### config.mk
export PLATFORM = sky130hd
export DESIGN_NAME = temp_sensor_frame_checker_core
export DESIGN_NICKNAME = d
export VERILOG_FILES = /design/src/sv/tsfc_pkg.sv /design/src/sv/tsfc_in_reg.sv /design/src/sv/tsfc_check.sv /design/src/sv/temp_sensor_frame_checker_core.sv
export SDC_FILE = /design/constraint.sdc
export NUM_CORES = 1
export LEC_CHECK = 0
export ABC_AREA = 1
export BUFFER_PORTS_ARGS = -buffer_cell sky130_fd_sc_hd__clkbuf_2
export CAP_MARGIN = 10
export CELL_PAD_IN_SITES_DETAIL_PLACEMENT = 0
export CELL_PAD_IN_SITES_GLOBAL_PLACEMENT = 1
export CORE_UTILIZATION = 35
export CTS_CLUSTER_SIZE = 20
export DETAILED_ROUTE_END_ITERATION = 16
export PLACE_DENSITY = 0.67
export SKIP_CTS_REPAIR_TIMING = 1
export SLEW_MARGIN = 40
export SYNTH_ARGS = -nofsm -noshare
export SYNTH_HDL_FRONTEND = slang
export SYNTH_SLANG_ARGS = --single-unit
### constraint.sdc
create_clock -name clk_i -period 1.65 [get_ports clk_i]
set_input_delay 0.495 -clock clk_i [delete_from_list [all_inputs] [get_ports clk_i]]
set_output_delay 0.495 -clock clk_i [all_outputs]
set_load 0.005 [all_outputs]
### src/sv/tsfc_pkg.sv
// Shared types, constants and the CRC-8 byte update for the temperature
// sensor frame checker. No dependencies.

package tsfc_pkg;

  // input transfer payload
  typedef struct packed {
    logic [7:0] data_byte;
    logic       frame_start;
  } tsfc_in_t;

  // result transfer payload
  typedef struct packed {
    logic [7:0] temperature;
    logic       crc_ok;
  } tsfc_out_t;

  localparam int unsigned PosWidth = 4;

  // reflected polynomial taps and the result used on a crc mismatch
  localparam logic [7:0] CrcTaps     = 8'h18;
  localparam logic [7:0] CrcTopBit   = 8'h80;
  localparam logic [7:0] CrcFailCode = 8'd175;

  // one byte through the reflected dallas crc-8, lsb first
  function automatic logic [7:0] crc8_byte(input logic [7:0] crc_in,
                                           input logic [7:0] data_in);
    logic [7:0] crc;
    logic [7:0] data;
    crc  = crc_in;
    data = data_in;
    for (int k = 0; k < 8; k++) begin
      if ((crc[0] ^ data[0]) == 1'b1) begin
        crc = ((crc ^ CrcTaps) >> 1) | CrcTopBit;
      end else begin
        crc = crc >> 1;
      end
      data = data >> 1;
    end
    return crc;
  endfunction

endpackage

### src/sv/tsfc_in_reg.sv
// Input register stage of the temperature sensor frame checker.
// Depends on tsfc_pkg for the input payload type.

module tsfc_in_reg (
  input  logic              clk_i,
  input  logic              rst_ni,
  input  logic              in_valid_i,
  output logic              in_ready_o,
  input  tsfc_pkg::tsfc_in_t in_data_i,
  output logic              item_valid_o,
  input  logic              item_take_i,
  output tsfc_pkg::tsfc_in_t item_o
);

  logic              valid_q, valid_d;
  tsfc_pkg::tsfc_in_t data_q;

  // slot is free when empty or when the held item moves on this cycle
  assign in_ready_o = !valid_q || item_take_i;

  always_comb begin
    valid_d = valid_q;
    if (in_ready_o) begin
      valid_d = in_valid_i;
    end
  end

  always_ff @(posedge clk_i or negedge rst_ni) begin
    if (!rst_ni) begin
      valid_q <= 1'b0;
    end else begin
      valid_q <= valid_d;
    end
  end

  // payload capture on an input transfer
  always_ff @(posedge clk_i) begin
    if (in_valid_i && in_ready_o) begin
      data_q <= in_data_i;
    end
  end

  assign item_valid_o = valid_q;
  assign item_o       = data_q;

endmodule

### src/sv/tsfc_check.sv
// Frame state, crc update, check and result register of the temperature
// sensor frame checker. Depends on tsfc_pkg for types, constants and crc8_byte.

module tsfc_check #(
  parameter int unsigned FRAME_LENGTH = 9
) (
  input  logic               clk_i,
  input  logic               rst_ni,
  input  logic               item_valid_i,
  output logic               item_take_o,
  input  tsfc_pkg::tsfc_in_t  item_i,
  output logic               out_valid_o,
  input  logic               out_ready_i,
  output tsfc_pkg::tsfc_out_t out_data_o
);

  localparam logic [tsfc_pkg::PosWidth-1:0] LastPos =
    tsfc_pkg::PosWidth'(FRAME_LENGTH - 1);

  logic [tsfc_pkg::PosWidth-1:0] pos_q, pos_d, pos_w;
  logic [7:0]                    crc_q, crc_d, crc_w;
  logic [7:0]                    low_q, low_d, high_q, high_d;
  logic                          out_valid_q, out_valid_d;
  tsfc_pkg::tsfc_out_t           out_q, result_w;
  logic                          last_w;

  // frame start restarts position and crc before this byte
  assign pos_w  = item_i.frame_start ? '0 : pos_q;
  assign crc_w  = item_i.frame_start ? '0 : crc_q;
  assign last_w = (pos_w >= LastPos);

  // a data byte always moves on; the check byte needs a free result slot
  assign item_take_o = item_valid_i && (!last_w || !out_valid_q || out_ready_i);

  // check result
  always_comb begin
    result_w.crc_ok = (crc_w == item_i.data_byte);
    if (result_w.crc_ok) begin
      result_w.temperature = {high_q[3:0], low_q[7:4]};
    end else begin
      result_w.temperature = tsfc_pkg::CrcFailCode;
    end
  end

  // frame state update
  always_comb begin
    pos_d  = pos_q;
    crc_d  = crc_q;
    low_d  = low_q;
    high_d = high_q;
    if (item_take_o) begin
      if (last_w) begin
        pos_d = '0;
        crc_d = '0;
      end else begin
        if (pos_w == '0) begin
          low_d = item_i.data_byte;
        end
        if (pos_w == tsfc_pkg::PosWidth'(1)) begin
          high_d = item_i.data_byte;
        end
        crc_d = tsfc_pkg::crc8_byte(crc_w, item_i.data_byte);
        pos_d = pos_w + tsfc_pkg::PosWidth'(1);
      end
    end
  end

  // result slot occupancy
  always_comb begin
    out_valid_d = out_valid_q;
    if (item_take_o && last_w) begin
      out_valid_d = 1'b1;
    end else if (out_ready_i) begin
      out_valid_d = 1'b0;
    end
  end

  always_ff @(posedge clk_i or negedge rst_ni) begin
    if (!rst_ni) begin
      pos_q       <= '0;
      crc_q       <= '0;
      low_q       <= '0;
      high_q      <= '0;
      out_valid_q <= 1'b0;
    end else begin
      pos_q       <= pos_d;
      crc_q       <= crc_d;
      low_q       <= low_d;
      high_q      <= high_d;
      out_valid_q <= out_valid_d;
    end
  end

  // result payload capture
  always_ff @(posedge clk_i) begin
    if (item_take_o && last_w) begin
      out_q <= result_w;
    end
  end

  assign out_valid_o = out_valid_q;
  assign out_data_o  = out_q;

  // position never passes the check byte
  assert property (@(posedge clk_i) disable iff (!rst_ni) pos_q <= LastPos)
    else $error("frame position beyond check byte");

  // check byte closes the frame
  assert property (@(posedge clk_i) disable iff (!rst_ni)
    (item_take_o && last_w) |=> (pos_q == '0 && crc_q == '0))
    else $error("frame state not cleared after check byte");

  // a new result appears only after a check byte was taken
  assert property (@(posedge clk_i) disable iff (!rst_ni)
    $rose(out_valid_q) |-> $past(item_take_o && last_w))
    else $error("result without check byte");

  // a failed check always carries the fail code
  assert property (@(posedge clk_i) disable iff (!rst_ni)
    out_valid_q |-> (out_q.crc_ok || out_q.temperature == tsfc_pkg::CrcFailCode))
    else $error("crc failure without fail code");

endmodule

### src/sv/temp_sensor_frame_checker_core.sv
// Temperature sensor frame checker: checks the crc-8 of a scratchpad frame
// and delivers the whole-degree reading. Depends on tsfc_pkg, tsfc_in_reg
// and tsfc_check.
//
// Usage: scratchpad bytes arrive one per transfer on the input channel
// (in_valid_i / in_ready_o / in_data_i), byte 0 first; frame_start marks
// byte 0 and restarts the frame. Bytes 0 to FRAME_LENGTH-2 feed the crc and
// give no result. The byte at position FRAME_LENGTH-1 is the received crc;
// it yields one result transfer (out_valid_o / out_ready_i / out_data_o)
// carrying the temperature, or code 175 with crc_ok low on a mismatch.
// The check byte passes the input register and then the result register,
// which presents the reading. Throughput: one byte per cycle, set by the
// unrolled combinational crc update on the frame state, while no check
// byte waits on a held result.
// Reset clears the frame position, crc, stored readings and both valid
// flags. While the receiver stalls, the held result stays put and data bytes
// keep flowing; only a further check byte waits until the result is taken.

module temp_sensor_frame_checker_core #(
  parameter int unsigned FRAME_LENGTH = 9
) (
  input  logic               clk_i,
  input  logic               rst_ni,
  input  logic               in_valid_i,
  output logic               in_ready_o,
  input  tsfc_pkg::tsfc_in_t  in_data_i,
  output logic               out_valid_o,
  input  logic               out_ready_i,
  output tsfc_pkg::tsfc_out_t out_data_o
);

  logic               item_valid;
  logic               item_take;
  tsfc_pkg::tsfc_in_t item;

  // input register
  tsfc_in_reg u_in_reg (
    .clk_i        (clk_i),
    .rst_ni       (rst_ni),
    .in_valid_i   (in_valid_i),
    .in_ready_o   (in_ready_o),
    .in_data_i    (in_data_i),
    .item_valid_o (item_valid),
    .item_take_i  (item_take),
    .item_o       (item)
  );

  // frame check and result register
  tsfc_check #(
    .FRAME_LENGTH (FRAME_LENGTH)
  ) u_check (
    .clk_i        (clk_i),
    .rst_ni       (rst_ni),
    .item_valid_i (item_valid),
    .item_take_o  (item_take),
    .item_i       (item),
    .out_valid_o  (out_valid_o),
    .out_ready_i  (out_ready_i),
    .out_data_o   (out_data_o)
  );

endmodule
Word level (Yosys, flattened, before mapping)
Cells that the tools add are included.

storage, ports and cells
  register bits = 44
  bits of input ports = 13
  output and inout port bits = 11
  logic and storage cells = 72

cells by class
  $add $sub $neg = 1
  order comparisons = 1
  eq/ne operators = 2
  multiplexer cells = 28
  bitwise operators = 17
  reductions and logical operators = 13

operators by type and width
  cell                   count
  $mux W8                24
  $not A2 Y2             8
  $eq A8 B8 Y1           1
  $mux W4                2
  $xor A1 B1 Y1          8
  $reduce_and A3 Y1      2
  $add A4 B1 Y4 const B  1
  $eq A4 B1 Y1 const B   1
  $ge A4 B4 Y1 const B   1
  $logic_not A4 Y1       1
  $logic_and A1 B1 Y1    3
  $logic_not A1 Y1       3
  $logic_or A1 B1 Y1     3
  $mux W1                2
  $reduce_bool A2 Y1     1
  $not A1 Y1             1

Logic depth before layout (Yosys ltp)
Gate-level depths: netlist of run 1.

  word-level depth = 34
  gate-level depth with buffers = 15
  depth with buffers taken out = 14

Cells and area by module
From an unflattened synthesis of run 1, not the netlist that was laid out.

unflattened totals
  cells, all modules = 214
  area, all modules = 2033.2 um2

by module, submodules not included
  module       times used  cells an instance  area an instance (um2)  sequential area each (um2)
  tsfc_check   1           199                1717.9                  795.8
  tsfc_in_reg  1           15                 315.3                   295.3

Worst setup path after synthesis of run 1
No wires, ideal clock.

  kind = register to register
  from = register u_in_reg.data_q (netlist bit u_in_reg.item_o[0])
  to = register u_check.out_q (netlist bit u_check.out_data_o[1]) (data pin)
  library setup time = 259 ps
  arrival = 1439 ps
  data required time = 1391 ps
  path slack = -48 ps
  cell stages (with the launch flop) = 9
  path buffers = 1
  clock period less this slack = 1698 ps
  cell sequence = edfxtp_1 > inv_2 > buf_12 > nand2_1 > nand2_1 > nand2_2 > nor4_4 > nand2_2 > or2_1

between the ends
  longest elaborated chain between the ends = 2

ends and longest elaborated chain
  item                    RTL line           source
  from (decl)             tsfc_in_reg.sv:16  tsfc_pkg::tsfc_in_t data_q;
  from (signal assigned)  tsfc_in_reg.sv:39  data_q <= in_data_i;
  $mux W8                 tsfc_check.sv:29   assign crc_w = item_i.frame_start ? '0 : crc_q;
  $eq A8 B8 Y1            tsfc_check.sv:37   result_w.crc_ok = (crc_w == item_i.data_byte);
  to (signal assigned)    tsfc_check.sv:97   out_q <= result_w;
  to (decl)               tsfc_check.sv:24   tsfc_pkg::tsfc_out_t out_q, result_w;

Every way passes these cells.
A chain may end at the register's enable or synchronous reset.

Final worst setup path of run 1
  from = register u_in_reg.data_q (netlist bit u_in_reg.item_o[0])
  to = output port in_ready_o

between the ends
  longest elaborated chain between the ends = 7

ends and longest elaborated chain
  item                              RTL line                              source
  $mux W4                           tsfc_check.sv:28                      assign pos_w = item_i.frame_start ? '0 : pos_q;
  $ge A4 B4 Y1                      tsfc_check.sv:30                      assign last_w = (pos_w >= LastPos);
  $logic_not A1 Y1                  tsfc_check.sv:33                      assign item_take_o = item_valid_i && (!last_w || !out_valid_q || out_ready_i);
  $logic_or A1 B1 Y1 (2 in series)  tsfc_check.sv:33
  $logic_and A1 B1 Y1               tsfc_check.sv:33
  $logic_or A1 B1 Y1                tsfc_in_reg.sv:19                     assign in_ready_o = !valid_q || item_take_i;
  to (decl)                         temp_sensor_frame_checker_core.sv:25  output logic in_ready_o,

Every way passes these cells.

==> impl_metrics.ini, run 1 <==
[run_status]
status = complete, but fails checks
failing_checks = setup timing

[placed_design]
placement.setup.worst_slack_ns = -0.226
number_of_i_o_port_buffers = 23
detailedPlacementHpwl_um = 3170
postPlaceCellArea_um2 = 2430
finalWeightedCongestion = 0.824

[route]
drc_errors = 0
drt-initial-drc-count = 58
count_of_vias_placed_by_the_detailed_router = 1539
routed_wirelength_um = 4190
wl_per_cell_um = 12.0
vias_per_cell = 4.40
drt_pass1_iterations = 4
ant_nets = 0

[cts]
cts.sinks = 40
cts_max_path_buffers = 2
clkLatencyLatePin_ns = 0.29
cts_tree = yes
clock_tree.htree_level_count = 2
cts_root_buffer = sky130_fd_sc_hd__clkbuf_8
tritoncts.num_buffers = 5
clk_transition_reported_paths_ns = 0.08

[worst_setup_path]
critPathRequiredTime_ns = 1.15
slowest_delay_ns = 0.45
path_class = flip-flop to primary output
crit_buf_inv = 3
critical-path-top-delay-family = flip-flops
path_common_cell = sky130_fd_sc_hd__buf_6
critical_path_peak_fanout = 5
type_of_origin_of_the_critical_path = flip-flop
ordered_list_of_cells_on_the_worst_path = buf_6 -> nor2_4 -> buf_6 -> nand4_1 -> clkbuf_2
worst_setup_path_startpoint = u_in_reg.item_o[0]$_DFFE_PP_
critPathArrivalTime_ns = 1.36
crit_path_top_delay_cell = sky130_fd_sc_hd__edfxtp_1
worstSetupEndpointType = primary output
r2r-start = u_in_reg.item_o[0]$_DFFE_PP_

[yosys]
post_synth_instance_area_um2 = 2050
post_synthesis_adder_cell_area_fraction_pct = 1.83
syn-num-nets = 233
synth-seq-area-share_pct = 53.2
netlist-cell-type-count = 28
synth.area.mux_share_pct = 0.549
yosys_register_bits = 40
synthesis.yosys.warnings = 0
synth_simple_gate_area_share_pct = 28.0
synth_top_family_by_area = simple AND/OR/NAND/NOR gates
synth.avg_cell_area_um2 = 9.44
synth_compound_area_share_pct = 6.23
post_synthesis_share_of_cell_area_spent_on_xor_and_xnor_gates_pct = 3.36
synthCells = 217

[sta]
min_period_ns = 1.85
setup_viol_count_final = 15
maxClockFrequency_mhz = 540
period_share_pct = 112
grt_setup_unrepaired = yes
hold-worst-slack_ns = 0.195
worst_clock_skew_ns = 0.00724
pins_over_slew_limit = 0
max_slew_margin_pct = 60.0
worst_slack_ns = -0.201
hold_violations = 0
timing_worst_slew_pin_value_ns = 0.599

[hold_path]
worstHoldPathType = input pin to async pin

[global_route]
grt_remaining_overflow = 0
grt.total_usage_pct = 15.6
grt_start_max_net_pins = 23
antenna_found_initial = 0
first_global_vias = 1547
grt_pass1_wl_um = 7280

[job]
cap_viol_max_count = 0

[floorplan]
floorplan.initialDensity_pct = 36.8
design.core.area_um2 = 5570
row_count = 27
floorplan.die.width_um = 78.5
height_of_the_die_um = 78.5
io_pins = 24
die-area_um2 = 6170

[pwr]
p_per_area_nw_per_um2 = 1160
p_leak_nw = 1.25
vdd_ir_drop_max_mv = 0.588

[finish]
post_synthesis_to_final_layout_area_growth_pct = 30.0
share_of_final_layout_standard_cells_stronger_than_drive_strength_1_pct = 38.5
num_antenna_cells = 0
num-nets-final = 293
finalInstanceArea_um2 = 2660
num-fill-cells = 540
[synthesized netlist by cell type]
cell type | instances | area (um2)
sky130_fd_sc_hd__a31oi_4 | 1 | 21.3
sky130_fd_sc_hd__nor3_1 | 1 | 5.00
sky130_fd_sc_hd__a21oi_1 | 2 | 10.0
sky130_fd_sc_hd__nor2_1 | 9 | 33.8
sky130_fd_sc_hd__inv_2 | 5 | 18.8
sky130_fd_sc_hd__nor3_2 | 1 | 10.0
sky130_fd_sc_hd__clkinv_1 | 1 | 3.75
sky130_fd_sc_hd__mux2_2 | 1 | 11.3
sky130_fd_sc_hd__nand2_4 | 2 | 22.5
sky130_fd_sc_hd__xor2_2 | 2 | 32.5
sky130_fd_sc_hd__o21ai_0 | 13 | 65.1
sky130_fd_sc_hd__nand2_1 | 59 | 221
sky130_fd_sc_hd__or2_1 | 6 | 37.5
sky130_fd_sc_hd__buf_12 | 1 | 20.0
sky130_fd_sc_hd__o22ai_1 | 1 | 6.26
sky130_fd_sc_hd__nand2_2 | 14 | 87.6
sky130_fd_sc_hd__nand4_1 | 3 | 18.8
sky130_fd_sc_hd__edfxtp_1 | 18 | 541
sky130_fd_sc_hd__xor2_4 | 1 | 27.5
sky130_fd_sc_hd__dfrtp_1 | 22 | 551
sky130_fd_sc_hd__xor2_1 | 1 | 8.76
sky130_fd_sc_hd__o21ai_1 | 5 | 25.0
sky130_fd_sc_hd__nor4_4 | 1 | 21.3
sky130_fd_sc_hd__nand3_1 | 15 | 75.1
sky130_fd_sc_hd__inv_1 | 26 | 97.6
sky130_fd_sc_hd__nand2_8 | 1 | 20.0
sky130_fd_sc_hd__nand3_2 | 2 | 20.0
sky130_fd_sc_hd__ha_1 | 3 | 37.5
[final timing paths]
| path | endpoint | slack (ns) | depth (start not counted) |
|---|---|---|---|
| max in group asynchronous | u_check.high_q[2]$_DFFE_PN0P_ | 1.06 | 1 |
| min | u_check.pos_q[2]$_DFFE_PN0P_ | 0.19 | 1 |
| min reg2reg | u_check.high_q[1]$_DFFE_PN0P_ | 0.49 | 2 |
| min in group clk_i | u_in_reg.item_o[3]$_DFFE_PP_ | 0.37 | 1 |
| max | in_ready_o | -0.20 | 5 |
| max reg2reg | u_check.out_data_o[3]$_SDFFCE_PN1P_ | -0.12 | 7 |
[where the power goes]
group	internal, mW	leakage [nW]	switching [mW]	total (mW)
Combinational	0.468	0.773	0.595	1.06
Sequential	1.22	0.432	0.149	1.37
Clock	0.295	0.0479	0.354	0.649
[cell usage in the layout (no fill, tap or decap)]
cell type                    netlist  final
sky130_fd_sc_hd__nand2_1          59     52
sky130_fd_sc_hd__buf_4             0     25
sky130_fd_sc_hd__clkbuf_2          0     23
sky130_fd_sc_hd__inv_1            26     22
sky130_fd_sc_hd__dfrtp_1          22     22
sky130_fd_sc_hd__nand2_2          14     18
sky130_fd_sc_hd__edfxtp_1         18     18
sky130_fd_sc_hd__nand3_1          15     15
sky130_fd_sc_hd__o21ai_1           5     11
sky130_fd_sc_hd__inv_2             5      7
sky130_fd_sc_hd__o21ai_0          13      7
sky130_fd_sc_hd__or2_1             6      6
sky130_fd_sc_hd__nor2_1            9      6
sky130_fd_sc_hd__nand2_4           2      5
sky130_fd_sc_hd__clkbuf_8          0      5
sky130_fd_sc_hd__buf_6             0      4
sky130_fd_sc_hd__nor2_4            0      3
sky130_fd_sc_hd__nand4_1           3      3
sky130_fd_sc_hd__ha_1              3      3
sky130_fd_sc_hd__clkinvlp_4        0      2
sky130_fd_sc_hd__clkinv_4          0      2
sky130_fd_sc_hd__xor2_2            2      2
sky130_fd_sc_hd__a21oi_1           2      2
sky130_fd_sc_hd__clkinv_2          0      2
sky130_fd_sc_hd__a31oi_4           1      1
sky130_fd_sc_hd__nand3_4           0      1
sky130_fd_sc_hd__nor4_4            1      1
sky130_fd_sc_hd__nand2_8           1      1
sky130_fd_sc_hd__xor2_4            1      1
sky130_fd_sc_hd__nand3_2           2      1
sky130_fd_sc_hd__nor3_4            0      1
sky130_fd_sc_hd__mux2_4            0      1
sky130_fd_sc_hd__xor2_1            1      1
sky130_fd_sc_hd__clkinv_1          1      1
sky130_fd_sc_hd__nor3_1            1      1
sky130_fd_sc_hd__o22ai_1           1      1
sky130_fd_sc_hd__buf_12            1      1
[routing by layer]
metal	track usage (%)	vias to the layer above	part of all wire (%)
met5	0	-	0
met4	2.78	0	0.50
met3	3.84	2	2.9
met2	25.7	27	47
met1	20.8	698	50
li1	-	812	-
[per-stage QoR]
stage	power (mW)	util, %	setup TNS, ns	cells
floorplan	2.01	-	-0.289	217
global placement	2.38	43.7	-1.75	336
detailed placement	2.37	43.7	-2.30	336
CTS	3.03	45.3	-2.76	344
global route	3.32	47.8	-3.17	350
finish	3.08	47.8	-1.19	350
[kinds of logic after synthesis]
group / after synthesis
AOI/OAI and AO/OA: 22
xor gates and xnor gates: 4
adders and majority gates: 3
muxes: 1
and+or+nand+nor: 114
DFF: 40
buffers and inverters: 33
[area by class of cell]
type / instances / area, um2 / share of cell area, %
repair buffers: 53 / 368 / 13.8
inverters: 32 / 129 / 4.84
clock inverters: 3 / 18.8 / 0.705
multi-input cells: 144 / 891 / 33.4
clock buffers: 5 / 68.8 / 2.58
repair inverters: 1 / 7.51 / 0.282
well taps: 72 / 90.1 / 3.38
flip-flops and latches: 40 / 1090 / 41.0
[flip-flops by register name, summed over array words and instances, names as in the netlist]
name,cells
u_in_reg.item_o,9
u_in_reg.item_valid_o,1
u_check.out_valid_o,1
u_check.low_q,4
u_check.pos_q,4
u_check.crc_q,8
u_check.high_q,4
u_check.out_data_o,9
Note: power is estimated with default switching activity, not from simulation.
==> inputs of run 2 (changes only) <==
Settings changed: RECOVER_POWER set to 100, REMOVE_ABC_BUFFERS set to 1.
==> impl_metrics.ini, run 2 (synthesis results as in run 1) <==
[finish]
num_antenna_cells = 0
commonest_cells_after_routing_fill_and_taps_aside = sky130_fd_sc_hd__nand2_1, sky130_fd_sc_hd__buf_4, sky130_fd_sc_hd__inv_1
num-nets-final = 294
utilization_pct = 48.0
final-instance-count-excl-fill = 351
share_of_final_layout_standard_cells_stronger_than_drive_strength_1_pct = 36.9
multiInputGateArea_um2 = 878
sequential_cell_area_um2 = 1090
num-fill-cells = 538
post_synthesis_to_final_layout_area_growth_pct = 30.5
final_common_cell = sky130_fd_sc_hd__nand2_1

[global_route]
grt_remaining_overflow = 0
first_global_vias = 1482
grt.total_usage_pct = 15.7
grt_pass1_wl_um = 7130
grt_start_max_net_pins = 23
antenna_found_initial = 0

[hold_path]
holdCritStartpoint = in_data_i[6]
hold_end = u_in_reg.item_o[6]$_DFFE_PP_
hold_depth = 1
worstHoldPathType = input pin to flip-flop

[worst_setup_path]
critPathRequiredTime_ns = 1.70
r2r-start = u_in_reg.item_o[0]$_DFFE_PP_
worstSetupEndpointType = flip-flop
ff2ff_setup_slack_ns = -0.13
worstReg2RegEnd = u_check.out_data_o[8]$_SDFFCE_PN1P_
critical_path_peak_fanout = 9
type_of_origin_of_the_critical_path = flip-flop
path_class = flip-flop to flip-flop
worst_reg2reg_path_length_in_cells = 7
critPathArrivalTime_ns = 1.82

[cts]
cts_tree = yes
clk_transition_reported_paths_ns = 0.08
cts_max_path_buffers = 2
tritoncts.num_buffers = 5
cts_root_buffer = sky130_fd_sc_hd__clkbuf_8
cts.sinks = 40
clkLatencyLatePin_ns = 0.29
clock_tree.htree_level_count = 2

[sta]
grt_setup_unrepaired = yes
maxClockFrequency_mhz = 563
pins_over_slew_limit = 0
setup_viol_count_final = 21
worst_clock_skew_ns = 0.00574
timing_worst_slew_pin_value_ns = 1.32
period_share_pct = 108
max_slew_margin_pct = 12.0
min_period_ns = 1.78
hold-worst-slack_ns = 0.371
worst_slack_ns = -0.126
hold_violations = 0

[floorplan]
die-area_um2 = 6170
floorplan.initialDensity_pct = 36.8
row_count = 27
floorplan.die.width_um = 78.5
height_of_the_die_um = 78.5
io_pins = 24
design.core.area_um2 = 5570

[pwr]
vdd_ir_drop_max_mv = 0.446
p_leak_nw = 1.25
p_per_area_nw_per_um2 = 1180

[placed_design]
finalWeightedCongestion = 0.779
post-place-cells = 334
detailedPlacementHpwl_um = 3230
number_of_i_o_port_buffers = 23
placement.setup.worst_slack_ns = -0.105

[route]
drc_errors = 0
count_of_vias_placed_by_the_detailed_router = 1547
ant_nets = 0
routed_wirelength_um = 4390
drt_pass1_iterations = 4
vias_per_cell = 4.41
drt-initial-drc-count = 80
wl_per_cell_um = 12.5

[job]
cap_viol_max_count = 0

[run_status]
failing_checks = setup timing
status = complete, but fails checks
## run 2: layer usage
layer  vias to the layer above  wire, um  GRT usage (%)
li1                        811         -              -
met1                       702      2180           20.4
met2                        30      2010           24.7
met3                         4       151           4.53
met4                         0        48           5.56
met5                         -         0              0
## run 2: worst max path at each step
stage                                 startpoint                                  end  slack [ns]  cells after the start
detailed placement  u_in_reg.item_o[0]$_DFFE_PP_         u_check.crc_q[2]$_DFFE_PN0P_       -0.10                     15
CTS                 u_in_reg.item_o[0]$_DFFE_PP_                           in_ready_o       -0.25                      5
global placement    u_in_reg.item_o[0]$_DFFE_PP_         u_check.crc_q[2]$_DFFE_PN0P_       -0.09                     15
floorplan           u_in_reg.item_o[0]$_DFFE_PP_  u_check.out_data_o[1]$_SDFFCE_PN1P_       -0.10                      7
global route        u_in_reg.item_o[0]$_DFFE_PP_  u_check.out_data_o[8]$_SDFFCE_PN1P_       -0.26                      7
finish              u_in_reg.item_o[0]$_DFFE_PP_  u_check.out_data_o[8]$_SDFFCE_PN1P_       -0.13                      7
## run 2: area by class of cell
| class | count | share of cell area, % |
|---|---|---|
| repair buffers | 55 | 15.2 |
| multi-input cells | 144 | 32.8 |
| inverters | 32 | 4.49 |
| clock buffers | 8 | 3.37 |
| flip-flops and latches | 40 | 40.8 |
| well taps | 72 | 3.37 |
## run 2: through the flow
stage               TNS, ns  power (mW)  area, um2
CTS                   -1.35        3.07       2530
floorplan            -0.619        2.00       2030
global placement     -0.661        2.38       2440
detailed placement   -0.844        2.38       2440
finish                -1.33        3.16       2680
global route          -4.72        3.39       2680
## run 2: where the power goes
| part | internal (mW) | switching (mW) | leakage (nW) | total, mW |
|---|---|---|---|---|
| Combinational | 0.502 | 0.617 | 0.770 | 1.12 |
| Clock | 0.341 | 0.331 | 0.0455 | 0.672 |
| Sequential | 1.22 | 0.148 | 0.432 | 1.37 |
| Total | 2.06 | 1.10 | 1.25 | 3.16 |
## run 2: critical path, stage by stage, from the launching register on
cell	delay [ns]
sky130_fd_sc_hd__edfxtp_1	0.42
sky130_fd_sc_hd__inv_2	0.12
sky130_fd_sc_hd__buf_12	0.13
sky130_fd_sc_hd__nand2_4	0.06
sky130_fd_sc_hd__xor2_4	0.16
sky130_fd_sc_hd__nor4_4	0.28
sky130_fd_sc_hd__nand2_2	0.13
sky130_fd_sc_hd__or2_1	0.22
==> inputs of run 3 (changes only) <==
==> constraint.sdc (replaced) <==
create_clock -name clk_i -period 1.65 [get_ports clk_i]
set_input_delay 0.0825 -clock clk_i [delete_from_list [all_inputs] [get_ports clk_i]]
set_output_delay 0.0825 -clock clk_i [all_outputs]
set_load 0.005 [all_outputs]
==> impl_metrics.ini, run 3 (synthesis results as in run 1) <==
[global_route]
grt.total_usage_pct = 15.4
grt_start_max_net_pins = 23
first_global_vias = 1512
grt_pass1_wl_um = 7090
grt_remaining_overflow = 0
antenna_found_initial = 0

[pwr]
p_leak_nw = 1.32
vdd_ir_drop_max_mv = 0.700
p_per_area_nw_per_um2 = 1200

[finish]
num-nets-final = 303
post_synthesis_to_final_layout_area_growth_pct = 38.2
share_of_final_layout_standard_cells_stronger_than_drive_strength_1_pct = 38.9
commonest_cells_after_routing_fill_and_taps_aside = sky130_fd_sc_hd__nand2_1, sky130_fd_sc_hd__buf_4, sky130_fd_sc_hd__inv_1, sky130_fd_sc_hd__dfrtp_1, sky130_fd_sc_hd__clkbuf_2
final_common_cell = sky130_fd_sc_hd__nand2_1
num_antenna_cells = 0

[sta]
max_slew_margin_pct = 61.2
worst_clock_skew_ns = 0.00586
tns_ns = -1.13
hold-worst-slack_ns = 0.00193
period_share_pct = 107
hold_violations = 0
timing_worst_slew_pin_value_ns = 0.582
grt_setup_unrepaired = yes
min_period_ns = 1.77
maxClockFrequency_mhz = 565
pins_over_slew_limit = 0
setup_viol_count_final = 21
worst_slack_ns = -0.119

[cts]
cts_root_buffer = sky130_fd_sc_hd__clkbuf_8
cts_max_path_buffers = 2
clock_tree.htree_level_count = 2
tritoncts.num_buffers = 5
clk_transition_reported_paths_ns = 0.08
cts.sinks = 40
cts_tree = yes
clkLatencyLatePin_ns = 0.29

[route]
drt_pass1_iterations = 4
drt-initial-drc-count = 73
met3RoutedLength_um = 148
wl_per_cell_um = 12.4
ant_nets = 0
count_of_vias_placed_by_the_detailed_router = 1624
detailroute.wirelength.met2_um = 2210
routed_wirelength_um = 4480
vias_per_cell = 4.51
drc_errors = 0
routed.top_layer = met4
route.layer.met1.wl_um = 2080

[worst_setup_path]
worstReg2RegEnd = u_check.out_data_o[6]$_SDFFCE_PN1P_
ff2ff_setup_slack_ns = -0.12
crit_path_top_delay_cell = sky130_fd_sc_hd__edfxtp_1
r2r-start = u_in_reg.item_o[0]$_DFFE_PP_
worstSetupEndpointType = flip-flop
critPathArrivalTime_ns = 1.81
worst_reg2reg_path_length_in_cells = 8
path_class = flip-flop to flip-flop
critical_path.endpoint = u_check.out_data_o[6]$_SDFFCE_PN1P_
slowest_delay_ns = 0.42
worst_setup_path_startpoint = u_in_reg.item_o[0]$_DFFE_PP_
ordered_list_of_cells_on_the_worst_path = inv_2 -> buf_12 -> nand2_1 -> nand2_1 -> nand2_2 -> nor4_4 -> nand2_2 -> or2_1
critical_path_peak_fanout = 10
type_of_origin_of_the_critical_path = flip-flop
critPathRequiredTime_ns = 1.69

[floorplan]
floorplan.die.width_um = 78.5
row_count = 27
floorplan.initialDensity_pct = 36.8
io_pins = 24
height_of_the_die_um = 78.5
design.core.area_um2 = 5570
die-area_um2 = 6170

[job]
cap_viol_max_count = 0

[hold_path]
worstHoldPathType = input pin to flip-flop

[placed_design]
detailedPlacementHpwl_um = 3250
number_of_i_o_port_buffers = 23
finalWeightedCongestion = 0.740

[run_status]
failing_checks = setup timing
status = complete, but fails checks
run 3: cell count changes in the layout (fill, tap and decap cells not counted), moves of 3 or more:
cell,delta
sky130_fd_sc_hd__dlygate4sd3_1,+10
sky130_fd_sc_hd__nand2_1,-3
sky130_fd_sc_hd__clkbuf_1,-3
sky130_fd_sc_hd__nand2_4,+5
sky130_fd_sc_hd__buf_6,+3
run 3: worst min path at each step:
stage               startpoint                                end  slack (ns)  cells past startpoint
floorplan               rst_ni       u_check.crc_q[0]$_DFFE_PN0P_       -0.21                      0
global placement        rst_ni    u_check.out_valid_o$_DFFE_PN0P_        0.11                      1
detailed placement      rst_ni    u_check.out_valid_o$_DFFE_PN0P_        0.12                      1
CTS                     rst_ni       u_check.pos_q[0]$_DFFE_PN0P_       -0.19                      1
global route        in_valid_i  u_in_reg.item_valid_o$_DFFE_PN0N_       0.005                      3
finish              in_valid_i  u_in_reg.item_valid_o$_DFFE_PN0N_       0.002                      3
run 3: power breakdown:
group	internal [mW]	leakage, nW	total [mW]	switching, mW
Sequential	1.22	0.432	1.36	0.145
Combinational	0.564	0.836	1.23	0.670
Clock	0.449	0.0552	0.791	0.342
run 3: worst max-delay path, delay by kind of cell, from the launching register on:
family,cells,cell delay (ns)
buffers and inverters,2,0.24
flip-flops,1,0.42
AND/OR/NAND/NOR,6,0.86
run 3: per-layer routing:
metal	GRT usage (%)	vias to the layer above
met2	25.6	34
met1	19.3	755
met3	4.30	4
li1	-	831
met4	5.00	0
met5	0	-
run 3: cell type report:
cell class              instances  area, um2
clock buffers                   6       72.6
clock inverters                 2       35.0
fillers                       522       2740
inverters                      32        126
multi-input cells             144        921
flip-flops and latches         40       1090
well taps                      72       90.1
repair buffers                 64        497
run 3: through the flow:
stage / setup slack [ns] / utilization, % / instances / area (um2) / total power [mW]
2_1_floorplan: -0.103 / - / 216 / 2030 / 2.00
4_1_cts: -0.129 / 45.9 / 343 / 2560 / 3.19
3_3_place_gp: -0.0997 / 44.0 / 335 / 2450 / 2.38
3_5_place_dp: -0.106 / 44.0 / 335 / 2450 / 2.39
5_1_grt: -0.203 / 50.8 / 360 / 2830 / 3.61
6_report: -0.119 / 50.8 / 360 / 2830 / 3.39
